[src/design/decimal_text_to_bcd_float_parser_assert.svh]
// assertion macros for the decimal text to bcd float parser
// clocked on clk_i, reset by rst_ni in the including module
`ifndef DECIMAL_TEXT_TO_BCD_FLOAT_PARSER_ASSERT_SVH
`define DECIMAL_TEXT_TO_BCD_FLOAT_PARSER_ASSERT_SVH

`ifndef SYNTH
`define DTBP_ASSERT(name, prop, msg) \
  name: assert property (@(posedge clk_i) disable iff (!rst_ni) (prop)) else $error(msg);
`define DTBP_ASSERT_RST(name, prop, msg) \
  name: assert property (@(posedge clk_i) (prop)) else $error(msg);
`else
`define DTBP_ASSERT(name, prop, msg)
`define DTBP_ASSERT_RST(name, prop, msg)
`endif

`endif

[src/design/dtbp_pkg.sv]
// package for the decimal text to bcd float parser
// character codes, limits, status codes and the structs passed between modules
package dtbp_pkg;

  localparam int MantDigits = 16;
  localparam int MantW      = 64;
  localparam int NumNibbles = MantW / 4;
  localparam int CountW     = 5;
  localparam int DigitW     = 4;
  localparam int ExpW       = 10;
  localparam int LzW        = 8;

  localparam logic [7:0] CharZero   = 8'h30;
  localparam logic [7:0] CharNine   = 8'h39;
  localparam logic [7:0] CharPoint  = 8'h2E;
  localparam logic [7:0] CharMinus  = 8'h2D;
  localparam logic [7:0] CharPlus   = 8'h2B;
  localparam logic [7:0] CharLowerE = 8'h65;
  localparam logic [7:0] CharUpperE = 8'h45;

  localparam logic [ExpW-1:0] ExpSat = 10'd1023;
  localparam logic [LzW-1:0]  LzSat  = 8'd255;
  localparam logic [6:0]      ExpMax = 7'd99;

  typedef enum logic [1:0] {
    StOk          = 2'd0,
    StTooManyDig  = 2'd1,
    StExpOverflow = 2'd2
  } status_e;

  typedef struct packed {
    logic              negative;
    logic [MantW-1:0]  mantissa_bcd;
    logic              has_digits;
    logic [CountW-1:0] point_pos;
    logic [ExpW-1:0]   written_exp;
    logic              written_exp_neg;
    logic [LzW-1:0]    frac_zeros;
    logic              too_many;
  } snap_t;

  typedef struct packed {
    logic             negative;
    logic [MantW-1:0] mantissa_bcd;
    logic             exponent_negative;
    logic [3:0]       exponent_tens;
    logic [3:0]       exponent_units;
    status_e          status;
  } res_t;

endpackage

[src/design/dtbp_if.sv]
// request channels of the decimal text to bcd float parser
// character channel and result channel; no dependencies
interface dtbp_char_if;
  logic       valid;
  logic       ready;
  logic [7:0] char_code;
  logic       last_char;

  modport source (output valid, output char_code, output last_char, input ready);
  modport sink (input valid, input char_code, input last_char, output ready);
endinterface

interface dtbp_res_if;
  logic        valid;
  logic        ready;
  logic        negative;
  logic [63:0] mantissa_bcd;
  logic        exponent_negative;
  logic [3:0]  exponent_tens;
  logic [3:0]  exponent_units;
  logic [1:0]  status;

  modport source (output valid, output negative, output mantissa_bcd,
                  output exponent_negative, output exponent_tens,
                  output exponent_units, output status, input ready);
  modport sink (input valid, input negative, input mantissa_bcd,
                input exponent_negative, input exponent_tens,
                input exponent_units, input status, output ready);
endinterface

[src/design/dtbp_scan.sv]
// character scanner: parse state, digit store and per-number counters
// depends on dtbp_pkg; gives the end-of-number snapshot as dtbp_pkg::snap_t
module dtbp_scan (
  input  logic            clk_i,
  input  logic            rst_ni,
  input  logic            step_i,
  input  logic [7:0]      char_code_i,
  input  logic            last_char_i,
  output dtbp_pkg::snap_t snap_o
);
  import dtbp_pkg::*;

  typedef enum logic [2:0] {
    PhStart     = 3'd0,
    PhMant      = 3'd1,
    PhExpSign   = 3'd2,
    PhExpDigits = 3'd3,
    PhExpDone   = 3'd4
  } phase_e;

  phase_e                  phase_q, phase_d;
  logic [DigitW-1:0]       store_q [NumNibbles];
  logic [DigitW-1:0]       store_d [NumNibbles];
  logic [CountW-1:0]       count_q, count_d;
  logic [CountW-1:0]       dbp_q, dbp_d;
  logic                    point_q, point_d;
  logic                    nz_q, nz_d;
  logic [LzW-1:0]          flz_q, flz_d;
  logic [ExpW-1:0]         wexp_q, wexp_d;
  logic                    wneg_q, wneg_d;
  logic                    sign_q, sign_d;
  logic                    err_q, err_d;

  logic                    is_digit;
  logic [DigitW-1:0]       digit;
  logic [ExpW+3:0]         exp_sum;
  logic [ExpW-1:0]         exp_next;
  logic                    mant_char;

  assign is_digit = (char_code_i >= CharZero) && (char_code_i <= CharNine);
  assign digit    = DigitW'(char_code_i - CharZero);
  assign exp_sum  = {wexp_q, 3'b000} + {2'b00, wexp_q, 1'b0} + (ExpW+4)'(digit);
  assign exp_next = (exp_sum > (ExpW+4)'(ExpSat)) ? ExpSat : exp_sum[ExpW-1:0];

  always_comb begin
    phase_d   = phase_q;
    store_d   = store_q;
    count_d   = count_q;
    dbp_d     = dbp_q;
    point_d   = point_q;
    nz_d      = nz_q;
    flz_d     = flz_q;
    wexp_d    = wexp_q;
    wneg_d    = wneg_q;
    sign_d    = sign_q;
    err_d     = err_q;
    mant_char = 1'b0;
    unique case (phase_q)
      PhStart: begin
        if (char_code_i == CharMinus) begin
          sign_d  = 1'b1;
          phase_d = PhMant;
        end else if (char_code_i == CharPlus) begin
          phase_d = PhMant;
        end else begin
          mant_char = 1'b1;
        end
      end
      PhMant: mant_char = 1'b1;
      PhExpSign: begin
        if (char_code_i == CharMinus) begin
          wneg_d  = 1'b1;
          phase_d = PhExpDigits;
        end else if (char_code_i == CharPlus) begin
          phase_d = PhExpDigits;
        end else if (is_digit) begin
          wexp_d  = exp_next;
          phase_d = PhExpDigits;
        end else begin
          phase_d = PhExpDone;
        end
      end
      PhExpDigits: begin
        if (is_digit) begin
          wexp_d = exp_next;
        end else begin
          phase_d = PhExpDone;
        end
      end
      PhExpDone: ;
      default: ;
    endcase

    if (mant_char) begin
      if (char_code_i == CharLowerE || char_code_i == CharUpperE) begin
        phase_d = PhExpSign;
      end else begin
        phase_d = PhMant;
        if (char_code_i == CharPoint) begin
          point_d = 1'b1;
          dbp_d   = count_q;
        end else if (is_digit) begin
          if (digit == '0 && !nz_q) begin
            if (point_q && flz_q != LzSat) begin
              flz_d = flz_q + LzW'(1);
            end
          end else begin
            nz_d = 1'b1;
            if (count_q >= CountW'(MantDigits)) begin
              err_d = 1'b1;
            end else begin
              store_d[count_q[CountW-2:0]] = digit;
              count_d = count_q + CountW'(1);
            end
          end
        end
      end
    end
  end

  always_comb begin
    snap_o.negative        = sign_d;
    for (int i = 0; i < NumNibbles; i++) begin
      snap_o.mantissa_bcd[MantW-1-DigitW*i -: DigitW] = store_d[i];
    end
    snap_o.has_digits      = (count_d != '0);
    snap_o.point_pos       = point_d ? dbp_d : count_d;
    snap_o.written_exp     = wexp_d;
    snap_o.written_exp_neg = wneg_d;
    snap_o.frac_zeros      = flz_d;
    snap_o.too_many        = err_d;
  end

  always_ff @(posedge clk_i or negedge rst_ni) begin
    if (!rst_ni) begin
      phase_q <= PhStart;
      for (int i = 0; i < NumNibbles; i++) begin
        store_q[i] <= '0;
      end
      count_q <= '0;
      dbp_q   <= '0;
      point_q <= 1'b0;
      nz_q    <= 1'b0;
      flz_q   <= '0;
      wexp_q  <= '0;
      wneg_q  <= 1'b0;
      sign_q  <= 1'b0;
      err_q   <= 1'b0;
    end else if (step_i && last_char_i) begin
      phase_q <= PhStart;
      for (int i = 0; i < NumNibbles; i++) begin
        store_q[i] <= '0;
      end
      count_q <= '0;
      dbp_q   <= '0;
      point_q <= 1'b0;
      nz_q    <= 1'b0;
      flz_q   <= '0;
      wexp_q  <= '0;
      wneg_q  <= 1'b0;
      sign_q  <= 1'b0;
      err_q   <= 1'b0;
    end else if (step_i) begin
      phase_q <= phase_d;
      store_q <= store_d;
      count_q <= count_d;
      dbp_q   <= dbp_d;
      point_q <= point_d;
      nz_q    <= nz_d;
      flz_q   <= flz_d;
      wexp_q  <= wexp_d;
      wneg_q  <= wneg_d;
      sign_q  <= sign_d;
      err_q   <= err_d;
    end
  end

endmodule

[src/design/dtbp_fmt.sv]
// result formatter: normalized exponent, overflow clamp, decimal digits, status
// depends on dtbp_pkg; maps dtbp_pkg::snap_t to dtbp_pkg::res_t
module dtbp_fmt (
  input  dtbp_pkg::snap_t snap_i,
  output dtbp_pkg::res_t  res_o
);
  import dtbp_pkg::*;

  localparam int EffW = 12;

  logic [EffW-1:0] pe;
  logic [EffW-1:0] eff;
  logic [EffW-1:0] mag;
  logic            eneg;
  logic            big;
  logic            ovf;
  logic [6:0]      mag7;
  logic [14:0]     prod;
  logic [3:0]      tens;
  logic [6:0]      rem7;

  always_comb begin
    pe = snap_i.written_exp_neg ? (EffW'(0) - EffW'(snap_i.written_exp))
                                : EffW'(snap_i.written_exp);
    if (snap_i.has_digits) begin
      eff = pe + EffW'(snap_i.point_pos) - EffW'(1) - EffW'(snap_i.frac_zeros);
    end else begin
      eff = '0;
    end
    eneg = eff[EffW-1];
    mag  = eneg ? (EffW'(0) - eff) : eff;
    big  = (|mag[EffW-1:7]) || (mag[6:0] > ExpMax);
    ovf  = big || (snap_i.has_digits &&
                   (snap_i.written_exp == ExpSat || snap_i.frac_zeros == LzSat));
    mag7 = ovf ? ExpMax : mag[6:0];
    prod = 15'(mag7) * 15'd205;
    tens = prod[14:11];
    rem7 = mag7 - {tens, 3'b000} - {2'b00, tens, 1'b0};

    res_o.negative          = snap_i.negative;
    res_o.mantissa_bcd      = snap_i.mantissa_bcd;
    res_o.exponent_negative = eneg;
    res_o.exponent_tens     = tens;
    res_o.exponent_units    = rem7[3:0];
    if (snap_i.too_many) begin
      res_o.status = StTooManyDig;
    end else if (ovf) begin
      res_o.status = StExpOverflow;
    end else begin
      res_o.status = StOk;
    end
  end

endmodule

[src/design/decimal_text_to_bcd_float_parser.sv]
// Decimal text to BCD float parser. Takes one ASCII character per cycle; a
// character marked last closes the number; its snapshot is registered, then
// formatted into the result register, from which a result with the sign, 16
// packed BCD mantissa digits, the exponent sign and two exponent digits and a
// status appears on the result channel. The scanner state updates once per
// character, so text streams at one character per cycle with no gap between
// numbers; the end-of-number snapshot register and the result register keep
// the character side running while a result waits. The character channel
// stalls only when both of those hold an unread number.
// depends on dtbp_pkg, dtbp_if, dtbp_scan, dtbp_fmt and the assertion header
module decimal_text_to_bcd_float_parser (
  input  logic       clk_i,
  input  logic       rst_ni,
  dtbp_char_if.sink  in_i,
  dtbp_res_if.source out_o
);
  import dtbp_pkg::*;

  `include "decimal_text_to_bcd_float_parser_assert.svh"

  logic  accept;
  logic  out_free;
  logic  snap_free;
  snap_t snap_next;
  snap_t snap_q;
  logic  snap_valid_q;
  res_t  res_next;
  res_t  out_q;
  logic  out_valid_q;

  assign out_free  = !out_valid_q || out_o.ready;
  assign snap_free = !snap_valid_q || out_free;
  assign in_i.ready = snap_free;
  assign accept    = in_i.valid && snap_free;

  dtbp_scan u_scan (
    .clk_i       (clk_i),
    .rst_ni      (rst_ni),
    .step_i      (accept),
    .char_code_i (in_i.char_code),
    .last_char_i (in_i.last_char),
    .snap_o      (snap_next)
  );

  dtbp_fmt u_fmt (
    .snap_i (snap_q),
    .res_o  (res_next)
  );

  always_ff @(posedge clk_i or negedge rst_ni) begin
    if (!rst_ni) begin
      snap_valid_q <= 1'b0;
      out_valid_q  <= 1'b0;
    end else begin
      if (snap_free) begin
        snap_valid_q <= accept && in_i.last_char;
      end
      if (out_free) begin
        out_valid_q <= snap_valid_q;
      end
    end
  end

  always_ff @(posedge clk_i) begin
    if (accept && in_i.last_char) begin
      snap_q <= snap_next;
    end
    if (out_free && snap_valid_q) begin
      out_q <= res_next;
    end
  end

  assign out_o.valid             = out_valid_q;
  assign out_o.negative          = out_q.negative;
  assign out_o.mantissa_bcd      = out_q.mantissa_bcd;
  assign out_o.exponent_negative = out_q.exponent_negative;
  assign out_o.exponent_tens     = out_q.exponent_tens;
  assign out_o.exponent_units    = out_q.exponent_units;
  assign out_o.status            = out_q.status;

  `DTBP_ASSERT_RST(a_no_result_in_reset, !rst_ni |-> !out_o.valid, "result valid during reset")
  `DTBP_ASSERT(a_stall_when_full, (snap_valid_q && out_valid_q && !out_o.ready) |-> !in_i.ready, "request taken with both stages full")
  `DTBP_ASSERT(a_last_makes_snap, (in_i.valid && in_i.ready && in_i.last_char) |=> snap_valid_q, "last character lost")
  `DTBP_ASSERT(a_exp_digits_bcd, out_valid_q |-> (out_o.exponent_tens <= 4'd9 && out_o.exponent_units <= 4'd9), "exponent digit out of range")
  `DTBP_ASSERT(a_status_code, out_valid_q |-> (out_q.status == StOk || out_q.status == StTooManyDig || out_q.status == StExpOverflow), "bad status code")

endmodule

[src/flat_wrapper.sv]
// flat-port wrapper written by rule: the top's interface ports become plain ports
module decimal_text_to_bcd_float_parser_flat import dtbp_pkg::*;
  (clk_i, rst_ni, in_i_valid, in_i_char_code, in_i_last_char, in_i_ready, out_o_valid, out_o_negative, out_o_mantissa_bcd, out_o_exponent_negative, out_o_exponent_tens, out_o_exponent_units, out_o_status, out_o_ready);
  dtbp_char_if in_i_i ();
  dtbp_res_if out_o_i ();
  input  logic clk_i;
  input  logic rst_ni;
  input wire logic [$bits(in_i_i.valid)-1:0] in_i_valid;
  input wire logic [$bits(in_i_i.char_code)-1:0] in_i_char_code;
  input wire logic [$bits(in_i_i.last_char)-1:0] in_i_last_char;
  output wire logic [$bits(in_i_i.ready)-1:0] in_i_ready;
  output wire logic [$bits(out_o_i.valid)-1:0] out_o_valid;
  output wire logic [$bits(out_o_i.negative)-1:0] out_o_negative;
  output wire logic [$bits(out_o_i.mantissa_bcd)-1:0] out_o_mantissa_bcd;
  output wire logic [$bits(out_o_i.exponent_negative)-1:0] out_o_exponent_negative;
  output wire logic [$bits(out_o_i.exponent_tens)-1:0] out_o_exponent_tens;
  output wire logic [$bits(out_o_i.exponent_units)-1:0] out_o_exponent_units;
  output wire logic [$bits(out_o_i.status)-1:0] out_o_status;
  input wire logic [$bits(out_o_i.ready)-1:0] out_o_ready;
  assign in_i_i.valid = in_i_valid;
  assign in_i_i.char_code = in_i_char_code;
  assign in_i_i.last_char = in_i_last_char;
  assign in_i_ready = in_i_i.ready;
  assign out_o_valid = out_o_i.valid;
  assign out_o_negative = out_o_i.negative;
  assign out_o_mantissa_bcd = out_o_i.mantissa_bcd;
  assign out_o_exponent_negative = out_o_i.exponent_negative;
  assign out_o_exponent_tens = out_o_i.exponent_tens;
  assign out_o_exponent_units = out_o_i.exponent_units;
  assign out_o_status = out_o_i.status;
  assign out_o_i.ready = out_o_ready;
  decimal_text_to_bcd_float_parser u_core (.clk_i(clk_i), .rst_ni(rst_ni), .in_i(in_i_i), .out_o(out_o_i));
endmodule
[config.mk]
export PLATFORM = sky130hd
export DESIGN_NAME = decimal_text_to_bcd_float_parser_flat
export DESIGN_NICKNAME = d
export VERILOG_FILES = /design/src/design/dtbp_pkg.sv /design/src/design/dtbp_if.sv /design/src/design/dtbp_scan.sv /design/src/design/dtbp_fmt.sv /design/src/design/decimal_text_to_bcd_float_parser.sv /design/src/flat_wrapper.sv
export VERILOG_INCLUDE_DIRS = /design/src /design/src/design
export SDC_FILE = /design/constraint.sdc
export NUM_CORES = 1
export LEC_CHECK = 0
export ABC_AREA = 1
export ABC_CLOCK_PERIOD_IN_PS = 11200
export BUFFER_PORTS_ARGS = -buffer_cell sky130_fd_sc_hd__buf_4
export CORE_MARGIN = 1.5
export CORE_UTILIZATION = 35
export CTS_BUF_LIST = sky130_fd_sc_hd__clkbuf_4 sky130_fd_sc_hd__clkbuf_8 sky130_fd_sc_hd__clkbuf_16
export CTS_CLUSTER_SIZE = 16
export DETAILED_ROUTE_END_ITERATION = 8
export GPL_TIMING_DRIVEN = 0
export PLACE_DENSITY = 0.53
export SKIP_CTS_REPAIR_TIMING = 1
export SYNTH_ARGS = -nofsm -noshare
export SYNTH_HDL_FRONTEND = slang
export SYNTH_SLANG_ARGS = --single-unit
[constraint.sdc]
create_clock -name clk_i -period 11.2 [get_ports clk_i]
set_input_delay 1.68 -clock clk_i [delete_from_list [all_inputs] [get_ports clk_i]]
set_output_delay 1.68 -clock clk_i [all_outputs]
set_load 0.05 [all_outputs]
==> metrics <==
Power per Cell Area a little under 200 mW/mm^2; Non-Filler Instances 2025; Die Wd between 200 and 250 um; Initial Utilization 35.4%; RSZ-0062 raised after global routing false; Seq/Total Area, Yosys 55.3%; Routed WL between 20000 and 30000 um; Synth Area per Inst 10.1 um^2; max_cap viols 0; share of the synthesized area in the top cell type 36.6%; die height roughly 200 um; commonest non-fill, non-tap cell in the layout inv_1; Crit. End Element flop; setup TNS 0 ns; WL/cell 14.7 um; status finished clean; Inserted Diodes 0; layout cell share with drive strength beyond 1 14.3%; Final ANT Viol Nets 0; clk_lat worst skew 0.58 ns; CTS tree built; post-route clock period utilization between 60 and 70%; drt first pass iters 5; asr flop ratio synth 37.9%; # setup viols final 0; DP Wirelength 21600 um; root cell of the clock tree clkbuf_16; DP Cell Count 1971; number of CTS-inserted buffers 29; Tmin final approximately 7.7 ns; Post-route DRC 0; clock-pin slew on the worst setup and hold paths 0.07 ns; Slew headroom 41.8%; pre-CTS setup slack 3.35 ns; synthesized netlist cell count approximately 1400; CP max-delay cell fa_1; startpoint types flop; Vias 9578; leakage approximately 7.9 nW; EDFF count, synth 167; Max VDD drop 0.103 mV; Netlist cell types 50; crit-path max cell delay 0.50 ns; area leader, netlist edfxtp_1; critical path data arrival time 8.05 ns; cell mode on critical path nand2_1; largest cells by area after synthesis edfxtp_1 (37%), dfrtp_1 (19%), inv_1 (7.6%); commonest cells after routing, fill and taps aside inv_1 (277), nand2_1 (202), edfxtp_1 (167); PortBufs 89; global-route wire length before repair 49400 um; Hold WC Path Type flop to flop; Cell Area, Synth 0.0137 mm^2; largest net degree at the start of global routing 55; Area growth syn-to-layout 18.3%; all-layer global routing usage roughly 15%; DR iter-0 viols 519; fin. max-slew vios 0; CP Data Required Time around 12 ns; fin nets 1587; Worst-Margin Slew a little under 0.9 ns; antenna violations before repair 0; core area 0.0386 mm^2; warnings from Yosys 0; GRT Residual Overflow 0; Fmax achieved 129 MHz; die area 0.0403 mm^2; worst setup margin 3.45 ns; Layout Skew about 0.031 ns; main flop type after synthesis edfxtp_1; maximum clock path buffer count 3; critical path class flop to flop; Syn Nets about 1500; H-tree lvl count 1; Final Hold Fails 0; DR vias/cell roughly 4.7; # IOs between 90 and 100; Routability Congestion about 0.85; # clock sinks about 270; Yosys reg bits around 270; Rows 72; number of global-route vias before repair 9437; Crit Path Max Fanout 10
## power by group
| part | total [mW] | internal, mW | switching [mW] |
|---|---|---|---|
| Sequential | 1.15 | 1.13 | 0.0187 |
| Clock | 1.00 | 0.598 | 0.405 |
| Combinational | 1.01 | 0.358 | 0.649 |
## state kept, by name (all words and copies together), names as in the netlist, 2 cells and up
| signal | flops |
|---|---|
| u_core.snap_q | 91 |
| u_core.out_o.mantissa_bcd | 64 |
| u_core.u_scan.store_q | 64 |
| u_core.u_scan.wexp_q | 10 |
| u_core.u_scan.flz_q | 8 |
| u_core.u_scan.count_q | 5 |
| u_core.u_scan.dbp_q | 5 |
| u_core.out_o.exponent_tens | 4 |
| u_core.out_o.exponent_units | 4 |
| u_core.u_scan.phase_q | 3 |
| u_core.out_o.status | 2 |
## layer usage
layer	vias up	global-route usage (%)	wire length, um	part of all wire [%]
li1	4811	-	-	-
met1	4530	21.4	14400	48
met2	195	24.5	13600	46
met3	42	2.09	1230	4.1
met4	0	3.54	608	2.0
met5	-	0	0	0
## worst paths after layout
check | startpoint | to | slack, ns | depth (start not counted)
setup reg to reg | u_core.snap_q[10] | u_core.out_o.exponent_units[3] | 3.45 | 41
max in group asynchronous | rst_ni | u_core.u_scan.store_q[33] | 9.29 | 2
setup / recovery | u_core.snap_q[10] | u_core.out_o.exponent_units[3] | 3.45 | 41
min in group asynchronous | rst_ni | u_core.out_o.valid | 1.15 | 1
hold / removal | u_core.snap_q[65] | u_core.out_o.mantissa_bcd[39] | 0.42 | 0
hold reg to reg | u_core.snap_q[65] | u_core.out_o.mantissa_bcd[39] | 0.42 | 0
## worst max-delay path: cells and delay by family (launching register included)
kind / cells / cell delay, ns
simple gates: 17 / 1.57
fa+ha+maj: 10 / 3.07
flops: 1 / 0.42
compound gates: 5 / 1.43
xor+xnor: 2 / 0.38
buf+inv: 7 / 0.59
## synthesized netlist by cell type, drive strengths merged (4+ instances only)
cell,number
o22ai,80
fa,16
o21a,4
o21ai,112
nand2,229
xnor2,9
edfxtp,167
nor3,10
xor2,23
dfrtp,102
o21bai,5
a31oi,11
o221ai,10
nand4,14
ha,74
a21oi,17
inv,291
nor2,60
buf,7
nand3,60
nand3b,4
mux2i,5
clkbuf,29
## per-stage QoR
stage	area [um^2]	hold slack, ns	total power, mW	utilization, %
floorplan	13700	0.400	1.95	-
global placement	15000	0.403	2.17	38.8
detailed placement	15200	0.405	2.19	39.3
CTS	16200	0.419	3.20	41.9
global route	16200	0.424	3.38	41.9
finish	16200	0.417	3.16	41.9
## cell families after synthesis
group                      Yosys count  share of synthesized area [%]
xor gates and xnor gates            32                           2.05
AOI/OAI and AO/OA                  252                           11.1
adders and majority gates           90                           9.10
buffers and inverters              327                           9.08
and+or+nand+nor                    382                           13.1
muxes                                5                          0.366
DFF                                269                           55.3
## layout make-up
type                    count  area [um^2]
multi-input cells         761         4900
well taps                 518          648
flip-flops and latches    269         7570
repair buffers             96          831
plain buffers              36          146
clock inverters            23          265
fillers                  3760        22500
clock buffers              31          741
inverters                 291         1100
Note: power is estimated with default switching activity, not from simulation.
